## src/sv/spq_pkg.sv

```systemverilog
package spq_pkg;

    localparam logic ACT_INSERT = 1'b0;
    localparam logic ACT_REMOVE = 1'b1;

    typedef enum logic [1:0] {
        ST_INSERTED = 2'd0,
        ST_REMOVED  = 2'd1,
        ST_EMPTY    = 2'd2,
        ST_FULL     = 2'd3
    } status_t;

    typedef struct packed {
        logic               action;
        logic signed [31:0] value_in;
        logic signed [31:0] priority_in;
    } req_t;

    typedef struct packed {
        logic [1:0]         status;
        logic signed [31:0] value_out;
        logic [4:0]         occupancy;
    } rsp_t;

    typedef enum logic {
        FSM_IDLE = 1'b0,
        FSM_EXEC = 1'b1
    } fsm_state_t;

    typedef struct packed {
        logic load_item;
        logic execute;
    } cmd_t;

endpackage

```

## src/sv/spq_datapath.sv

```systemverilog
module spq_datapath #(
    parameter int CAPACITY = 16
) (
    input  logic          clk,
    input  logic          rst_n,
    input  spq_pkg::cmd_t cmd,
    input  spq_pkg::req_t req_data,
    output spq_pkg::rsp_t rsp_data
);

    localparam int CNT_W = $clog2(CAPACITY + 1);

    spq_pkg::req_t      item_reg;
    spq_pkg::rsp_t      rsp_reg;
    spq_pkg::rsp_t      rsp_next;
    logic [CNT_W-1:0]   count_reg;
    logic [CNT_W-1:0]   count_next;
    logic [CNT_W+4:0]   count_ext;

    logic signed [31:0] val_reg  [CAPACITY];
    logic signed [31:0] pri_reg  [CAPACITY];
    logic signed [31:0] val_next [CAPACITY];
    logic signed [31:0] pri_next [CAPACITY];

    logic [CAPACITY-1:0] entry_le;
    logic                is_full;
    logic                is_empty;
    logic                do_insert;
    logic                do_remove;

    assign is_full   = (count_reg == CNT_W'(CAPACITY));
    assign is_empty  = (count_reg == '0);
    assign do_insert = (item_reg.action == spq_pkg::ACT_INSERT) && !is_full;
    assign do_remove = (item_reg.action == spq_pkg::ACT_REMOVE) && !is_empty;

    // each stored entry compares itself with the incoming priority
    always_comb
    begin
        for (int i = 0; i < CAPACITY; i++)
        begin
            entry_le[i] = (CNT_W'(i) < count_reg) && (pri_reg[i] <= item_reg.priority_in);
        end
    end

    // shift right behind the insert point, or shift left on remove
    always_comb
    begin
        for (int i = 0; i < CAPACITY; i++)
        begin
            val_next[i] = val_reg[i];
            pri_next[i] = pri_reg[i];
            if (do_insert && !entry_le[i])
            begin
                if (i == 0)
                begin
                    val_next[i] = item_reg.value_in;
                    pri_next[i] = item_reg.priority_in;
                end
                else if (entry_le[i-1])
                begin
                    val_next[i] = item_reg.value_in;
                    pri_next[i] = item_reg.priority_in;
                end
                else
                begin
                    val_next[i] = val_reg[i-1];
                    pri_next[i] = pri_reg[i-1];
                end
            end
            else if (do_remove && (i < CAPACITY - 1))
            begin
                val_next[i] = val_reg[i+1];
                pri_next[i] = pri_reg[i+1];
            end
        end
    end

    always_comb
    begin
        count_next = count_reg;
        rsp_next   = '0;
        if (item_reg.action == spq_pkg::ACT_INSERT)
        begin
            if (is_full)
            begin
                rsp_next.status = spq_pkg::ST_FULL;
            end
            else
            begin
                rsp_next.status = spq_pkg::ST_INSERTED;
                count_next      = count_reg + CNT_W'(1);
            end
        end
        else
        begin
            if (is_empty)
            begin
                rsp_next.status = spq_pkg::ST_EMPTY;
            end
            else
            begin
                rsp_next.status    = spq_pkg::ST_REMOVED;
                rsp_next.value_out = val_reg[0];
                count_next         = count_reg - CNT_W'(1);
            end
        end
        count_ext          = (CNT_W + 5)'(count_next);
        rsp_next.occupancy = count_ext[4:0];
    end

    always_ff @(posedge clk or negedge rst_n)
    begin
        if (!rst_n)
        begin
            count_reg <= '0;
        end
        else if (cmd.execute)
        begin
            count_reg <= count_next;
        end
    end

    always_ff @(posedge clk)
    begin
        if (cmd.load_item)
        begin
            item_reg <= req_data;
        end
        if (cmd.execute)
        begin
            rsp_reg <= rsp_next;
            for (int i = 0; i < CAPACITY; i++)
            begin
                val_reg[i] <= val_next[i];
                pri_reg[i] <= pri_next[i];
            end
        end
    end

    assign rsp_data = rsp_reg;

endmodule

```

## src/sv/spq_ctrl.sv

```systemverilog
module spq_ctrl (
    input  logic          clk,
    input  logic          rst_n,
    input  logic          req_valid,
    output logic          req_ready,
    output logic          rsp_valid,
    input  logic          rsp_ready,
    output spq_pkg::cmd_t cmd
);

    spq_pkg::fsm_state_t state_reg;
    spq_pkg::fsm_state_t state_next;
    logic                rsp_valid_reg;
    logic                rsp_valid_next;

    always_ff @(posedge clk or negedge rst_n)
    begin
        if (!rst_n)
        begin
            state_reg     <= spq_pkg::FSM_IDLE;
            rsp_valid_reg <= 1'b0;
        end
        else
        begin
            state_reg     <= state_next;
            rsp_valid_reg <= rsp_valid_next;
        end
    end

    always_comb
    begin
        state_next     = state_reg;
        cmd            = '0;
        req_ready      = 1'b0;
        rsp_valid_next = rsp_valid_reg && !rsp_ready;
        case (state_reg)
            spq_pkg::FSM_IDLE:
            begin
                req_ready = 1'b1;
                if (req_valid)
                begin
                    cmd.load_item = 1'b1;
                    state_next    = spq_pkg::FSM_EXEC;
                end
            end
            spq_pkg::FSM_EXEC:
            begin
                // output register free, or its transfer happens now
                if (!rsp_valid_reg || rsp_ready)
                begin
                    cmd.execute    = 1'b1;
                    rsp_valid_next = 1'b1;
                    state_next     = spq_pkg::FSM_IDLE;
                end
            end
            default:
            begin
                state_next = spq_pkg::FSM_IDLE;
            end
        endcase
    end

    assign rsp_valid = rsp_valid_reg;

endmodule

```

## src/sv/sorted_priority_queue_unit.sv

```systemverilog
// Bounded priority queue of (value, priority) pairs held as a sorted, shifting register
// array of CAPACITY entries. An insert lands after every entry with a priority less than
// or equal to its own, so equal priorities leave in arrival order; a remove returns the
// entry with the smallest signed priority. Each request gives one response: status
// (inserted, removed, remove on empty, insert dropped because full), the removed value
// (0 otherwise) and the occupancy after the operation, reported in 5 bits. A request is
// first captured into an item register; then, in the update step, every entry compares
// against the new priority in parallel and the whole array shifts. A new request is taken
// while the previous response still waits; the update waits only while the output register
// is still full, and no new request is taken until the update is done.
module sorted_priority_queue_unit #(
    parameter int CAPACITY = 16
) (
    input  logic          clk,
    input  logic          rst_n,
    input  logic          req_valid,
    output logic          req_ready,
    input  spq_pkg::req_t req_data,
    output logic          rsp_valid,
    input  logic          rsp_ready,
    output spq_pkg::rsp_t rsp_data
);

    spq_pkg::cmd_t cmd;

    spq_ctrl u_ctrl (
        .clk       (clk),
        .rst_n     (rst_n),
        .req_valid (req_valid),
        .req_ready (req_ready),
        .rsp_valid (rsp_valid),
        .rsp_ready (rsp_ready),
        .cmd       (cmd)
    );

    spq_datapath #(
        .CAPACITY (CAPACITY)
    ) u_datapath (
        .clk      (clk),
        .rst_n    (rst_n),
        .cmd      (cmd),
        .req_data (req_data),
        .rsp_data (rsp_data)
    );

endmodule

```

## config.mk

```make
export PLATFORM = sky130hd
export DESIGN_NAME = sorted_priority_queue_unit
export DESIGN_NICKNAME = d
export VERILOG_FILES = /design/src/sv/spq_pkg.sv /design/src/sv/spq_datapath.sv /design/src/sv/spq_ctrl.sv /design/src/sv/sorted_priority_queue_unit.sv
export SDC_FILE = /design/constraint.sdc
export NUM_CORES = 2
export LEC_CHECK = 0
export BUFFER_PORTS_ARGS = -buffer_cell sky130_fd_sc_hd__buf_2
export CORE_MARGIN = 3
export CORE_UTILIZATION = 40
export CTS_BUF_LIST = sky130_fd_sc_hd__clkbuf_2
export DETAILED_ROUTE_END_ITERATION = 16
export HOLD_SLACK_MARGIN = 0.12
export PLACE_DENSITY_LB_ADDON = 0.05
export SETUP_SLACK_MARGIN = 0.1
export SLEW_MARGIN = 5
export SYNTH_ARGS = -nofsm -noshare
export SYNTH_HDL_FRONTEND = slang
export SYNTH_SLANG_ARGS = --single-unit
export TNS_END_PERCENT = 100
```

## constraint.sdc

```tcl
create_clock -name clk -period 7.8 [get_ports clk]
set_input_delay 1.56 -clock clk [delete_from_list [all_inputs] [get_ports clk]]
set_output_delay 1.56 -clock clk [all_outputs]
set_load 0.05 [all_outputs]
```

==> metrics <==
Hold Path Depth 2; Distinct cells, synth 77; Num CTS Buffers 346; I/O Buffers 109; die height 419 µm; Row Count 151; die area 0.176 mm²; Synth Flop Type edfxtp_1; Avg Synthesized Cell Area 11.1 µm²; P_leak 29.0 nW; clk sinks 1,135; Yosys warning total 0; vias in the first global route 54,000; first-pass GRT wire length 395,000 µm; WL per Instance 31.6 µm; most frequent cells in the layout edfxtp_1 (1,128), o21ai_0 (762), mux2i_1 (519), clkbuf_2 (519), ha_1 (515); Clock transition at path regs 130 ps; final critical-path required period 6640 ps; Worst R2R Path Depth 13; clk buf depth 4; most common cell after layout, fill and taps aside edfxtp_1; H-tree depth 5; Setup CP Type flop to flop; RSZ-0062 raised after global routing false; cell mode on critical path buf_4; register area share after synthesis 0.498; data required time of the critical path 9320 ps; Synth Net Count 6,745; PD cells 460 mW/mm²; arrival time at the worst endpoint 8170 ps; clock latency on the worst-skew pair 1930 ps; non-filler instance count after layout 8,798; Vias 54,800; core area 0.170 mm²; nets 6,927; IO Pins 110; Seq cells post-synth 1,135; GR Util All Layers 0.310; status finished clean; CP max FO 60; Die W 419 µm; Detail Route Antenna Nets 0; Fin Clk Skew 229 ps; fmax 151 MHz; VDD IR max 585 µV; worst-path cell chain inv_1 -> buf_4 -> ha_1 -> nand3_1 -> nor3_1 -> o21ai_0 -> o211ai_2 -> and3_1 -> or2_4 -> buf_4 -> buf_4 -> o21ai_0 -> a31oi_1; vias per cell 6.23; slowest cell delay on critical path 1040 ps; crit share post-route 0.852; initial antenna violation count 10; Core Util, Final 0.443; remaining global-route overflow 0; Post-Syn Instances 6,161; Sum Neg Setup Slack 0 ps; initial DRC count 5,246; Mapped Area 0.0684 mm²; DRT Pass-1 Iters 5; slowest library cell on the worst path nor3_1; Routed WL 278,000 µm; post-CTS setup buffer count 0; Hold Crit Class primary input to flop; Starting Density 0.403; # fillers 16,400; Final Max Tran Viols 0; Hold Fails Final Rpt 0; DPL Wire Length 175,000 µm; P&R area growth vs syn 9.86%; share of cells above drive strength 1 0.185; DP Cell Count 8,137; slew margin rel. 0.0141; EDFF count, synth 1,128; setup violators final 0; # DRC 0; Clk Tree Root Cell clkbuf_2; max cap viols 0; largest net degree at the start of global routing 129; CTS tree built; Setup crit end kind flop; type of origin of the critical path flop; ys async rst share 0.00617; global placement routability congestion 0.986; worst-margin pin slew 1480 ps
cell usage after synthesis (all sizes together) (3+ instances only):
cell type,instances,area (µm²)
a221oi,3,26.3
o31a,3,26.3
and2,69,432
or3,35,219
o21ai,772,3860
and3,35,219
a2111oi,4,35.0
and4,12,105
nand4,141,888
nor2,391,1470
nor2b,34,213
nand3b,3,22.5
o31ai,14,105
nand3,157,786
o22ai,3,18.8
o211ai,17,133
nand2,274,1030
a32oi,67,587
a211oi,20,155
a211o,3,26.3
o21a,15,113
a21o,105,788
a21boi,4,30.0
nor3,25,125
dfrtp,7,175
mux2,352,4070
ha,515,6440
nor4,16,115
mux2i,519,5190
clkbuf,376,1410
a31oi,264,1650
edfxtp,1128,33900
a311oi,3,26.3
a21oi,515,2580
or2,7,43.8
nand2b,14,87.6
buf,126,647
inv,72,270
where the power goes:
group,switching [mW],leakage [nW],internal [mW],total (mW)
clock network,2.85,2.25,1.73,4.59
logic,11.5,16.1,5.68,17.2
registers,2.10,10.6,10.7,12.8
critical path, delay by kind of cell (launching register included):
family	cells	cell delay, ps
AOI/OAI and AO/OA	4	1370
adders and majority gates	1	540
buffers and inverters	4	1670
DFF	1	730
and+or+nand+nor	4	1810
per-layer routing:
layer  up-vias  routed length [µm]  track usage  part of all wire
met1     27400              119000        0.409              0.43
met2      2487              126000        0.490              0.45
li1      24300                   -            -                 -
met3       606               20200       0.0617             0.073
met4         0               13100        0.141             0.047
met5         -                   0            0                 0
area by class of cell:
cell class	instances	area, µm²	share of cell area
clock buffer	519	2600	0.0346
antenna	13	32.5	0.000433
tap	2218	2780	0.0370
inverter	72	270	0.00360
multi-input combinational	4452	32600	0.434
sequential	1135	34000	0.453
clock inverter	53	208	0.00277
timing repair buffer	336	2560	0.0342
path summary, 6_finish.rpt:
kind	endpoint	slack, ps	from
worst max-delay path	u_datapath.pri_reg[0][54]	1160	u_datapath.item_reg[31]
worst min-delay path	u_datapath.item_reg[32]	410	req_data[32]
worst max register to register	u_datapath.pri_reg[0][54]	1160	u_datapath.item_reg[31]
worst min register to register	u_datapath.val_reg[7][30]	510	u_datapath.val_reg[7][62]
max in group asynchronous	u_datapath.count_reg[4]	6750	rst_n
min in group asynchronous	u_datapath.count_reg[3]	670	rst_n
through the flow:
stage / setup WS, ps / hold WS [ps] / instance area (µm²) / total power, mW
after floorplan: 710 / 506 / 68400 / 22.8
after detailed placement: 1640 / 499 / 71500 / 29.7
after CTS: 1550 / 149 / 75100 / 34.4
after global routing: 1130 / 254 / 75100 / 36.4
final: 1160 / 408 / 75100 / 34.5
after global placement: 1690 / 489 / 71500 / 29.5
logic make-up after synthesis:
group / count (synthesis) / share of synthesized area
compound gates: 1842 / 0.153
xor+xnor: 2 / 0.000256
fa+ha+maj: 515 / 0.0942
buf+inv: 574 / 0.0341
flops: 1135 / 0.498
mux: 871 / 0.135
simple gates: 1222 / 0.0852
timing repair:
| item | in CTS | in global routing |
|---|---|---|
| hold endpoints to repair | 81 | 0 |
| gates resized for setup | 0 | 0 |
| hold buffers | 76 | 0 |
No activity file was read; power rests on OpenSTA's default activity.
